### src/rtl/apsp_pkg.sv
// Shared widths and stream packing constants for the antimeridian polygon splitter.
`default_nettype none

package apsp_pkg;

	// coordinate field widths
	localparam int LAT_W = 28;
	localparam int LON_W = 29;

	// stream packing
	localparam int TDATA_W = 64;
	localparam int TDATA_PAD = TDATA_W - LAT_W - LON_W;
	localparam int TUSER_W = 2;
	localparam int USER_SUB = 0;
	localparam int USER_RUN = 1;

endpackage

`default_nettype wire

### src/rtl/apsp_lerp.sv
// Bit-serial border latitude unit: lat = clat + dlat * dc / (dc + dn), saturated.
`default_nettype none

module apsp_lerp #(
	parameter int WW = 32
) (
	input  wire logic                        clk,
	input  wire logic                        arst_n,
	input  wire logic                        start,
	input  wire logic [apsp_pkg::LAT_W-1:0]  clat,
	input  wire logic [apsp_pkg::LAT_W:0]    dlat,
	input  wire logic [WW-1:0]               dc,
	input  wire logic [WW-1:0]               dn,
	output logic                             done,
	output logic [apsp_pkg::LAT_W-1:0]       lat
);

	localparam int LW = apsp_pkg::LAT_W;
	localparam int MW = LW + 1;
	localparam int PW = MW + WW;
	localparam int SW = LW + 3;
	localparam int CW = $clog2(PW);
	localparam logic signed [SW-1:0] SAT_HI = SW'((2 ** (LW - 1)) - 1);
	localparam logic signed [SW-1:0] SAT_LO = -SAT_HI - SW'(1);

	typedef enum logic [4:0] {
		L_IDLE = 5'b00001,
		L_PREP = 5'b00010,
		L_MUL  = 5'b00100,
		L_DIV  = 5'b01000,
		L_FIN  = 5'b10000
	} lerp_state_t;

	lerp_state_t       lstate_q;
	logic [CW-1:0]     cnt_q;
	logic              done_q;
	logic [LW-1:0]     clat_q;
	logic [MW-1:0]     dlat_q;
	logic [WW-1:0]     dc_q;
	logic [WW-1:0]     total_q;
	logic [MW-1:0]     mcand_q;
	logic [WW-1:0]     dvsr_q;
	logic              neg_q;
	logic              zero_q;
	logic [PW-1:0]     prod_q;
	logic [WW-1:0]     rem_q;
	logic [MW-1:0]     quo_q;
	logic              ovf_q;
	logic [LW-1:0]     lat_q;

	logic [WW-1:0]     dc_mag;
	logic [WW-1:0]     total_mag;
	logic [MW-1:0]     dlat_mag;
	logic [MW:0]       mul_sum;
	logic [WW:0]       trial;
	logic [WW:0]       trial_diff;
	logic              fits;
	logic [SW-1:0]     q_ext;
	logic [SW-1:0]     q_sgn;
	logic [SW-1:0]     clat_ext;
	logic signed [SW-1:0] sum_s;
	logic [LW-1:0]     sat_lat;

	// magnitudes and signs of the operands
	always_comb begin
		dc_mag    = dc_q[WW-1] ? (~dc_q + WW'(1)) : dc_q;
		total_mag = total_q[WW-1] ? (~total_q + WW'(1)) : total_q;
		dlat_mag  = dlat_q[MW-1] ? (~dlat_q + MW'(1)) : dlat_q;
	end

	// shift-add multiply step, low multiplier bit first
	assign mul_sum = {1'b0, prod_q[PW-1:WW]} + (prod_q[0] ? {1'b0, mcand_q} : '0);

	// restoring divide step, dividend enters msb first
	assign trial      = {rem_q, prod_q[PW-1]};
	assign fits       = (trial >= {1'b0, dvsr_q});
	assign trial_diff = trial - {1'b0, dvsr_q};

	// signed quotient, offset and clamp
	always_comb begin
		q_ext    = {{(SW - MW){1'b0}}, quo_q};
		q_sgn    = neg_q ? (~q_ext + SW'(1)) : q_ext;
		clat_ext = {{(SW - LW){clat_q[LW-1]}}, clat_q};
		sum_s    = $signed(clat_ext + q_sgn);
		if (ovf_q) begin
			sat_lat = neg_q ? SAT_LO[LW-1:0] : SAT_HI[LW-1:0];
		end else if (sum_s > SAT_HI) begin
			sat_lat = SAT_HI[LW-1:0];
		end else if (sum_s < SAT_LO) begin
			sat_lat = SAT_LO[LW-1:0];
		end else begin
			sat_lat = sum_s[LW-1:0];
		end
	end

	// sequencer
	always_ff @(posedge clk or negedge arst_n) begin
		if (!arst_n) begin
			lstate_q <= L_IDLE;
			cnt_q    <= '0;
			done_q   <= 1'b0;
		end else begin
			done_q <= 1'b0;
			case (lstate_q)
				L_IDLE: begin
					if (start) begin
						lstate_q <= L_PREP;
					end
				end
				L_PREP: begin
					cnt_q    <= CW'(WW - 1);
					lstate_q <= L_MUL;
				end
				L_MUL: begin
					if (cnt_q == '0) begin
						cnt_q    <= CW'(PW - 1);
						lstate_q <= L_DIV;
					end else begin
						cnt_q <= cnt_q - CW'(1);
					end
				end
				L_DIV: begin
					if (cnt_q == '0) begin
						lstate_q <= L_FIN;
					end else begin
						cnt_q <= cnt_q - CW'(1);
					end
				end
				L_FIN: begin
					done_q   <= 1'b1;
					lstate_q <= L_IDLE;
				end
				default: begin
					lstate_q <= L_IDLE;
				end
			endcase
		end
	end

	// datapath
	always_ff @(posedge clk) begin
		case (lstate_q)
			L_IDLE: begin
				if (start) begin
					clat_q  <= clat;
					dlat_q  <= dlat;
					dc_q    <= dc;
					total_q <= dc + dn;
				end
			end
			L_PREP: begin
				mcand_q <= dlat_mag;
				dvsr_q  <= total_mag;
				neg_q   <= dlat_q[MW-1] ^ dc_q[WW-1] ^ total_q[WW-1];
				zero_q  <= (total_q == '0);
				prod_q  <= {{MW{1'b0}}, dc_mag};
				rem_q   <= '0;
				quo_q   <= '0;
				ovf_q   <= 1'b0;
			end
			L_MUL: begin
				prod_q <= {mul_sum, prod_q[WW-1:1]};
			end
			L_DIV: begin
				rem_q  <= fits ? trial_diff[WW-1:0] : trial[WW-1:0];
				prod_q <= {prod_q[PW-2:0], 1'b0};
				quo_q  <= {quo_q[MW-2:0], fits};
				ovf_q  <= ovf_q | quo_q[MW-1];
			end
			L_FIN: begin
				lat_q <= zero_q ? clat_q : sat_lat;
			end
			default: begin
			end
		endcase
	end

	assign done = done_q;
	assign lat  = lat_q;

endmodule

`default_nettype wire

### src/rtl/antimeridian_polygon_splitter_top.sv
// Top level: edge sequencer, border handling and output register of the polygon splitter.
//
//  channel   dir  handshake                  payload
//  s_*       in   s_tvalid / s_tready        tdata: vertex_lat, vertex_lon; tlast: last_vertex
//  m_*       out  m_tvalid / m_tready        tdata: point_lat, point_lon; tlast: polygon_end;
//                                            tuser: sub_polygon, run_end
//
// A vertex is taken only while the sequencer is idle. An edge passes a setup state and then
// emits its points; an edge that crosses the antimeridian also runs the bit-serial border
// unit, a multiply phase and then a divide phase, before its two border points are emitted.
// Reset clears the sequencer and the held-vertex flag.
// A stalled output holds the next point in the sequencer; a new vertex may be taken while the
// last point still waits in the output register.
`default_nettype none

module antimeridian_polygon_splitter_top #(
	parameter int FRAC_BITS = 20
) (
	input  wire logic                          clk,
	input  wire logic                          arst_n,
	input  wire logic                          s_tvalid,
	output logic                               s_tready,
	// [27:0] vertex_lat, [56:28] vertex_lon, [63:57] zero
	input  wire logic [apsp_pkg::TDATA_W-1:0]  s_tdata,
	input  wire logic                          s_tlast,
	output logic                               m_tvalid,
	input  wire logic                          m_tready,
	// [27:0] point_lat, [56:28] point_lon, [63:57] zero
	output logic [apsp_pkg::TDATA_W-1:0]       m_tdata,
	// [0] sub_polygon, [1] run_end
	output logic [apsp_pkg::TUSER_W-1:0]       m_tuser,
	output logic                               m_tlast
);

	localparam int LW = apsp_pkg::LAT_W;
	localparam int OW = apsp_pkg::LON_W;
	localparam int WW = ((FRAC_BITS + 8 > OW) ? FRAC_BITS + 8 : OW) + 3;
	localparam logic [WW-1:0] D180  = WW'(180) << FRAC_BITS;
	localparam logic [WW-1:0] D90   = WW'(90) << FRAC_BITS;
	localparam logic [WW-1:0] DM180 = ~D180 + WW'(1);
	localparam logic [OW-1:0] BPOS  = D180[OW-1:0];
	localparam logic [OW-1:0] BNEG  = DM180[OW-1:0];

	typedef enum logic [5:0] {
		S_IDLE  = 6'b000001,
		S_SETUP = 6'b000010,
		S_START = 6'b000100,
		S_LERP  = 6'b001000,
		S_B1    = 6'b010000,
		S_B2    = 6'b100000
	} state_t;

	state_t         state_q;
	logic           have_prev_q;
	logic           poly_q;
	logic           pend_close_q;
	logic           edge_close_q;
	logic           wrap_q;
	logic           east_q;

	logic [LW-1:0]  first_lat_q;
	logic [OW-1:0]  first_lon_q;
	logic [LW-1:0]  prev_lat_q;
	logic [OW-1:0]  prev_lon_q;
	logic [LW-1:0]  clat_q;
	logic [OW-1:0]  clon_q;
	logic [LW-1:0]  nlat_q;
	logic [OW-1:0]  nlon_q;
	logic [LW:0]    dlat_q;
	logic [WW-1:0]  dc_q;
	logic [WW-1:0]  dn_q;
	logic [LW-1:0]  blat_q;

	logic           m_tvalid_q;
	logic [LW-1:0]  out_lat_q;
	logic [OW-1:0]  out_lon_q;
	logic           out_sub_q;
	logic           out_run_q;
	logic           out_poly_q;

	logic [LW-1:0]  in_lat;
	logic [OW-1:0]  in_lon;
	logic           accept;

	logic signed [WW-1:0] clon_w;
	logic signed [WW-1:0] nlon_w;
	logic signed [WW-1:0] diff_w;
	logic [WW-1:0]        absd_w;
	logic                 wrap_c;
	logic                 east_c;
	logic [WW-1:0]        dc_c;
	logic [WW-1:0]        dn_c;
	logic [LW:0]          dlat_c;

	logic           can_emit;
	logic           emit;
	logic           last_of_edge;
	logic           edge_done;
	logic [LW-1:0]  e_lat;
	logic [OW-1:0]  e_lon;
	logic           e_run;
	logic           e_poly;
	logic           lerp_start;
	logic           lerp_done;
	logic [LW-1:0]  lerp_lat;

	assign in_lat   = s_tdata[LW-1:0];
	assign in_lon   = s_tdata[LW+OW-1:LW];
	assign s_tready = (state_q == S_IDLE);
	assign accept   = s_tvalid && s_tready;

	// edge classification and border spans
	always_comb begin
		clon_w = $signed({{(WW - OW){clon_q[OW-1]}}, clon_q});
		nlon_w = $signed({{(WW - OW){nlon_q[OW-1]}}, nlon_q});
		diff_w = nlon_w - clon_w;
		absd_w = diff_w[WW-1] ? (~diff_w + WW'(1)) : diff_w;
		wrap_c = (absd_w > D180);
		east_c = (clon_w > $signed(D90));
		dc_c   = east_c ? (D180 - clon_w) : (D180 + clon_w);
		dn_c   = east_c ? (D180 + nlon_w) : (D180 - nlon_w);
		dlat_c = {nlat_q[LW-1], nlat_q} - {clat_q[LW-1], clat_q};
	end

	// point selection for the output register
	always_comb begin
		can_emit     = !m_tvalid_q || m_tready;
		emit         = 1'b0;
		last_of_edge = 1'b0;
		e_lat        = clat_q;
		e_lon        = clon_q;
		case (state_q)
			S_START: begin
				emit         = can_emit;
				last_of_edge = !wrap_q;
			end
			S_B1: begin
				emit  = can_emit;
				e_lat = blat_q;
				e_lon = east_q ? BPOS : BNEG;
			end
			S_B2: begin
				emit         = can_emit;
				last_of_edge = 1'b1;
				e_lat        = blat_q;
				e_lon        = east_q ? BNEG : BPOS;
			end
			default: begin
			end
		endcase
		e_run      = last_of_edge && !pend_close_q;
		e_poly     = e_run && edge_close_q;
		edge_done  = emit && last_of_edge;
		lerp_start = (state_q == S_START) && can_emit && wrap_q;
	end

	// edge sequencer
	always_ff @(posedge clk or negedge arst_n) begin
		if (!arst_n) begin
			state_q      <= S_IDLE;
			have_prev_q  <= 1'b0;
			poly_q       <= 1'b0;
			pend_close_q <= 1'b0;
			edge_close_q <= 1'b0;
			wrap_q       <= 1'b0;
			east_q       <= 1'b0;
		end else begin
			case (state_q)
				S_IDLE: begin
					if (accept) begin
						have_prev_q  <= !s_tlast;
						pend_close_q <= have_prev_q && s_tlast;
						edge_close_q <= !have_prev_q;
						if (have_prev_q || s_tlast) begin
							state_q <= S_SETUP;
						end
					end
				end
				S_SETUP: begin
					wrap_q  <= wrap_c;
					east_q  <= east_c;
					state_q <= S_START;
				end
				S_START: begin
					if (lerp_start) begin
						state_q <= S_LERP;
					end
				end
				S_LERP: begin
					if (lerp_done) begin
						state_q <= S_B1;
					end
				end
				S_B1: begin
					if (emit) begin
						poly_q  <= ~poly_q;
						state_q <= S_B2;
					end
				end
				S_B2: begin
				end
				default: begin
					state_q <= S_IDLE;
				end
			endcase
			// closing edge follows, or the request is finished
			if (edge_done) begin
				if (pend_close_q) begin
					pend_close_q <= 1'b0;
					edge_close_q <= 1'b1;
					state_q      <= S_SETUP;
				end else begin
					state_q <= S_IDLE;
					if (edge_close_q) begin
						poly_q <= 1'b0;
					end
				end
			end
		end
	end

	// vertex and edge payload
	always_ff @(posedge clk) begin
		if (accept) begin
			prev_lat_q <= in_lat;
			prev_lon_q <= in_lon;
			if (!have_prev_q) begin
				first_lat_q <= in_lat;
				first_lon_q <= in_lon;
				clat_q      <= in_lat;
				clon_q      <= in_lon;
			end else begin
				clat_q <= prev_lat_q;
				clon_q <= prev_lon_q;
			end
			nlat_q <= in_lat;
			nlon_q <= in_lon;
		end
		if (edge_done && pend_close_q) begin
			clat_q <= prev_lat_q;
			clon_q <= prev_lon_q;
			nlat_q <= first_lat_q;
			nlon_q <= first_lon_q;
		end
		if (state_q == S_SETUP) begin
			dc_q   <= dc_c;
			dn_q   <= dn_c;
			dlat_q <= dlat_c;
		end
		if ((state_q == S_LERP) && lerp_done) begin
			blat_q <= lerp_lat;
		end
	end

	// output register
	always_ff @(posedge clk or negedge arst_n) begin
		if (!arst_n) begin
			m_tvalid_q <= 1'b0;
		end else if (emit) begin
			m_tvalid_q <= 1'b1;
		end else if (m_tready) begin
			m_tvalid_q <= 1'b0;
		end
	end

	always_ff @(posedge clk) begin
		if (emit) begin
			out_lat_q  <= e_lat;
			out_lon_q  <= e_lon;
			out_sub_q  <= poly_q;
			out_run_q  <= e_run;
			out_poly_q <= e_poly;
		end
	end

	assign m_tvalid = m_tvalid_q;
	assign m_tdata  = {{apsp_pkg::TDATA_PAD{1'b0}}, out_lon_q, out_lat_q};
	assign m_tlast  = out_poly_q;
	always_comb begin
		m_tuser                     = '0;
		m_tuser[apsp_pkg::USER_SUB] = out_sub_q;
		m_tuser[apsp_pkg::USER_RUN] = out_run_q;
	end

	// border latitude unit
	apsp_lerp #(
		.WW(WW)
	) u_lerp (
		.clk   (clk),
		.arst_n(arst_n),
		.start (lerp_start),
		.clat  (clat_q),
		.dlat  (dlat_q),
		.dc    (dc_q),
		.dn    (dn_q),
		.done  (lerp_done),
		.lat   (lerp_lat)
	);

	// checks
	a_lerp_start_state: assert property (@(posedge clk) disable iff (!arst_n)
		lerp_start |=> state_q == S_LERP)
		else $error("border unit started outside edge start");

	a_lerp_done_state: assert property (@(posedge clk) disable iff (!arst_n)
		lerp_done |-> state_q == S_LERP)
		else $error("border result arrived while not waiting");

	a_no_overwrite: assert property (@(posedge clk) disable iff (!arst_n)
		emit |-> (!m_tvalid_q || m_tready))
		else $error("output register overwritten while stalled");

	a_polygon_reset: assert property (@(posedge clk) disable iff (!arst_n)
		(emit && e_poly) |=> (!poly_q && !have_prev_q && state_q == S_IDLE))
		else $error("polygon state not cleared after closing edge");

endmodule

`default_nettype wire

### config.mk
export PLATFORM = sky130hd
export DESIGN_NAME = antimeridian_polygon_splitter_top
export DESIGN_NICKNAME = d
export VERILOG_FILES = /design/src/rtl/apsp_pkg.sv /design/src/rtl/apsp_lerp.sv /design/src/rtl/antimeridian_polygon_splitter_top.sv
export SDC_FILE = /design/constraint.sdc
export NUM_CORES = 1
export LEC_CHECK = 0
export BUFFER_PORTS_ARGS = -buffer_cell sky130_fd_sc_hd__buf_2
export CAP_MARGIN = 20
export CORE_MARGIN = 8
export CORE_UTILIZATION = 50
export CTS_CLUSTER_SIZE = 16
export DETAILED_ROUTE_END_ITERATION = 6
export PLACE_DENSITY = 0.69
export SLEW_MARGIN = 20
export SYNTH_ARGS = -nofsm -noshare
export SYNTH_HDL_FRONTEND = slang
export SYNTH_SLANG_ARGS = --single-unit
### constraint.sdc
create_clock -name clk -period 22.1 [get_ports clk]
set_input_delay 4.42 -clock clk [delete_from_list [all_inputs] [get_ports clk]]
set_output_delay 4.42 -clock clk [all_outputs]
set_load 0.02 [all_outputs]
* Yosys cells after proc, flatten, opt, wreduce, memory -nomap -nowiden
Index checks and enable logic that the tools add are counted.
Storage, ports and cells: register bits 769, bits of input ports 69, output and inout bits 69, word-level logic and storage cells 190
Operators by class: add/sub/neg operators 16, order comparisons 5, eq/ne operators 21, multiplexer cells 65, bitwise operators 10, reductions and logical operators 30
Operator list (number):
- 28-bit 2-to-1 mux | 12
- 29-bit 2-to-1 mux | 8
- 61-bit case mux with 3 select lines | 1
- 32-bit 2-to-1 mux | 5
- 29-bit case mux with 2 select lines | 2
- 32-bit by 1-bit adder with 32-bit output (second input constant) | 2
- 32-bit NOT | 2
- 32-bit case mux with 2 select lines | 1
- 31-bit 2-to-1 mux | 2
- 29-bit by 29-bit adder with 30-bit output (first input constant) | 2
- 29-bit by 29-bit subtractor with 30-bit output (first input constant) | 2
- 6-bit 2-to-1 mux | 8
- 6-bit case mux with 6 select lines | 1
- 33-bit by 32-bit >= comparator with 1-bit output | 1
- 32-bit by 2-bit adder with 32-bit output (second input constant) | 1
- 32-bit adder | 1
- 32-bit by 28-bit greater-than comparator with 1-bit output (second input constant) | 1
- 32-bit logical NOT | 1
- 30-bit NOT with 32-bit output | 1
- 32-bit subtractor | 1
- 31-bit by 1-bit adder with 31-bit output (second input constant) | 1
- 31-bit adder | 1
- 31-bit by 28-bit greater-than comparator with 1-bit output (second input constant) | 1
- 31-bit by 28-bit less-than comparator with 1-bit output (second input constant) | 1
- 44 further kinds | 88

* Logic depth before layout (Yosys ltp)
word-level depth 9, gate-level depth with buffers 22, mapped depth without buffers 21

* Hierarchy
Synthesis repeated with hierarchy kept, for this count alone.
Second synthesis, totals: cells, all modules 3555, area total of the unflattened synthesis 41787.6 um2
By module, submodules not included:
- apsp_lerp | times used 1, cells an instance 2001, area an instance 21235.4 um2, sequential area each 10361.2 um2
- antimeridian_polygon_splitter_top | times used 1, cells an instance 1554, area an instance 20552.2 um2, sequential area each 12488.2 um2

* Worst setup path before layout
OpenSTA, ideal clock, no wires.
path kind input to register, start input port m_tready, end register clat_q[0], enable pin, arrival 12.839 ns, data required time 21.356 ns, setup slack 8.516 ns, stages 4, buffers on the path 1, cells stage by stage nand2b_1 > clkbuf_1 > nand2_1 > o21ai_0
Between the ends: longest elaborated chain between the ends 5
RTL lines:
- start: declaration | line antimeridian_polygon_splitter_top.sv:27 | input wire logic m_tready,
- 1-bit logical OR | line antimeridian_polygon_splitter_top.sv:127 | can_emit = !m_tvalid_q || m_tready;
- 1-bit 2-to-1 mux | line antimeridian_polygon_splitter_top.sv:132 | case (state_q)
- 1-bit logical AND | line antimeridian_polygon_splitter_top.sv:153 | edge_done = emit && last_of_edge;
- 1-bit logical AND | line antimeridian_polygon_splitter_top.sv:239 | if (edge_done && pend_close_q) begin
- 2-bit nonzero test (no line)
- end signal: assignment | line antimeridian_polygon_splitter_top.sv:230 | clat_q <= in_lat;
- end signal: assignment | line antimeridian_polygon_splitter_top.sv:233 | clat_q <= prev_lat_q;
- end signal: assignment | line antimeridian_polygon_splitter_top.sv:240 | clat_q <= prev_lat_q;
- end: declaration | line antimeridian_polygon_splitter_top.sv:65 | logic [LW-1:0] clat_q;
No other way between the ends. A chain may end at the register's enable or synchronous reset.

* Worst setup path in the final report
start register state_q[3], end output port s_tready
Between the ends: longest elaborated chain between the ends 1
RTL lines:
- start: declaration | line antimeridian_polygon_splitter_top.sv:53 | state_t state_q;
- start signal: assignment | line antimeridian_polygon_splitter_top.sv:160 | state_q <= S_IDLE;
- start signal: assignment | line antimeridian_polygon_splitter_top.sv:175 | state_q <= S_SETUP;
- start signal: assignment | line antimeridian_polygon_splitter_top.sv:182 | state_q <= S_START;
- 6-bit by 1-bit == test with 1-bit output | line antimeridian_polygon_splitter_top.sv:109 | assign s_tready = (state_q == S_IDLE);
- end: declaration | line antimeridian_polygon_splitter_top.sv:22 | output logic s_tready,
No other way between the ends.

==> results.txt <==
Hold Crit Start - dlat_q[14]
clock group share of total power - 45.3%
final setup vio count - 0
Reg power frac - 53.9%
Yosys top cell by area - edfxtp_1
Post-CTS Setup Inserts - 0
Post-Syn Instances - 3,511
Die X - 304 um
fin crit period - 6.88 ns
Worst Tran Pin Value - 1.10 ns
Crit. Startpoint - state_q[3]
vias per inst - 5.76
top-area cell type share of the netlist area - 53.5%
antenna violations before repair - 4
Pint - 2.32 mW
worst hold slack - 0.413 ns
final net count - 3,905
Syn Std Cell Area - 41,400 um^2
TritonCTS clock tree - done
first-pass GRT wire length - 145,000 um
crit share post-route - 31.1%
Num CTS Buffers - 79
status - completed
achievable frequency - 0.145 GHz
buffers added on ports - 123
vias in the first global route - 26,400
RR Startpoint - u_lerp.quo_q[2]
final setup TNS - 0 ns
Area Growth Syn to Fin - 10.5%
fin worst setup slack - 15.22 ns
CP Capture Type - output port
GR Util met1 - 29.2%
remaining global-route overflow - 0
clock sink count - 763
Crit path required time - 17.68 ns
Syn Area/Cell - 11.8 um^2
Fill cells - 6,839
placed cells - 4,619
Slew headroom - 26.3%
clock skew - 0.0385 ns
Longest Clk Path Bufs - 3
IO Pins - 138
Crit Path Max Fanout - 5
Die Area - 92,300 um^2
Switching Share - 20.1%
max-slew violations - 0
Min-Delay Path Class - flop to flop
post-CTS resize count - 0
Yosys reg bits - 763
total number of vias - 27,500
FP Rows - 105
# DRC - 0
FFs w/ async S/R, synth - 3.28%
Max IR drop VDD - 0.0000641 V
busiest grt layer - met1
GR Util All Layers - 19.2%
1st-iter DRT viols - 2,027
CP Class - flop to output port
# H-tree levels - 3
final std cells w/o fill - 4,767
die height - 304 um
highest-delay cell along the critical path - or4_1
unrepaired setup endpoints after global routing - false
clk root buf - clkbuf_16
Global Route met2 Usage - 28.7%
Psw - 584 uW
antenna-violating nets left - 0
Routed WL per cell - 19.3 um
Yosys Warn Count - 0
Setup WS pre-CTS - 15.03 ns
share of cells above drive strength 1 - 12.9%
largest net degree at the start of global routing - 99
Power Density - 63.5 nW/um^2
Worst-Skew Late Latency - 0.65 ns
core area - 82,100 um^2
Static Leak - 16.6 nW
starting density of the core - 50.5%
GPL Wtd Cong - 0.902
post-synthesis sequential area ratio - 55.0%
Post-DP HPWL - 65,500 um
met3 Use GR - 2.95%
Area contributors post-synth - edfxtp_1 53%, ha_1 6.0%, xnor2_1 4.5%
Critical Path Start Type - flop
biggest cell delay along the critical path - 0.57 ns
clock-pin slew on the worst setup and hold paths - 0.07 ns
first-pass detailed-route iteration total - 5
CP cell instances - or4_1 > nor3b_1 > buf_2
hold_buf cts - 0
arrival time at the worst endpoint - 2.46 ns
Post-synth top flop - edfxtp_1
number of flops mapped to enable cells by yosys - 738
Yosys cell types - 87
final hold vios - 0
drt total wl - 91,800 um
max cap viols - 0
Comb pwr share - 0.8%
==> path summary, 6_finish.rpt <==
kind,endpoint,slack [ns],depth (start not counted)
max,s_tready,15.22,3
min,u_lerp.dlat_q[14],0.41,0
max reg2reg,u_lerp.lat[18],16.03,20
min reg2reg,u_lerp.dlat_q[14],0.41,0
max in group asynchronous,u_lerp.cnt_q[4],17.82,1
min in group asynchronous,poly_q,3.80,1
==> power by group through the flow <==
stage               Combinational, mW  Clock, mW  Sequential, mW
finish                         0.0225       1.32            1.57
global route                   0.0248       1.40            1.57
CTS                            0.0225       1.34            1.57
detailed placement             0.0221          0            1.60
global placement               0.0214          0            1.60
floorplan                      0.0111          0            1.60
==> sequential cells by signal, summed over array words and instances (netlist names), 30 cells and up <==
register        count
u_lerp.total_q     32
u_lerp.dc_q        30
u_lerp.dvsr_q      32
u_lerp.rem_q       32
u_lerp.prod_q      61
dn_q               30
dc_q               30
==> critical path, delay by kind of cell, from the launching register on <==
kind	cells	cell delay (ns)
flops	1	0.42
buf+inv	1	0.28
simple gates	2	1.12
==> layout by cell type, fill, tap and decap left out, drive strengths merged, types with 31 or more instances in the layout <==
cell and instances:
nand2 192, nand4 32, xor2 102, mux2 144, a31oi 31, o41ai 31, a21o 81, nand3 60
xnor2 214, clkbuf 91, nor2 188, or3 36, o21ai 206, ha 200, and3 45, clkinv 39
buf 151, a21oi 225, o31ai 43, and2 64, nor3 58, inv 209, a22oi 33, nand2b 47
edfxtp 738
==> layer usage <==
layer	up-vias	wire length [um]
met5	-	25
met4	4	1660
met3	119	6110
met2	747	39300
met1	13200	44800
li1	13400	-
==> cell families after synthesis <==
logic type	synth area share (%)
AO/OA/AOI/OAI	13.4
XOR/XNOR	6.73
adder cells (fa/ha/maj)	6.33
buffers and inverters	3.12
flip-flops	55.0
multiplexers	4.49
other	0.00905
AND/OR/NAND/NOR	10.9
==> synthesized netlist by cell type (21+ instances only) <==
cell type	number
a21oi_1	222
nor2_1	188
nand4_1	32
xnor2_1	213
mux2i_1	24
nor4_1	28
nand2_1	192
o21ai_0	206
edfxtp_1	738
nor2b_1	29
a22oi_1	33
and2_1	63
mux2_2	144
a211oi_1	29
clkbuf_1	94
o21a_1	23
o41ai_1	30
and3_1	45
or4_1	21
a31oi_1	30
o31ai_1	43
inv_1	206
nand3_1	60
ha_1	200
a21o_1	81
xor2_1	102
nand2b_1	47
nor3_1	58
dfrtp_1	23
or3_1	33
==> cell type report <==
class                   instances  area (um^2)  share of cell area [%]
flip-flops and latches        763        22800                    49.8
repair buffers                151          826                    1.80
multi-input cells            2429        17500                    38.1
inverters                     206          773                    1.69
clock buffers                  91         2040                    4.46
diodes                          2         5.00                  0.0109
well taps                    1070         1340                    2.93
clock inverters                55          542                    1.18
==> metrics by stage <==
stage	area [um^2]	power, mW	util (%)
final	45800	2.91	55.7
after global routing	45800	2.99	55.7
after CTS	45800	2.94	55.7
after detailed placement	43200	1.62	52.6
after global placement	43200	1.62	52.6
after floorplan	41500	1.61	-
No activity file was read; power rests on OpenSTA's default activity.
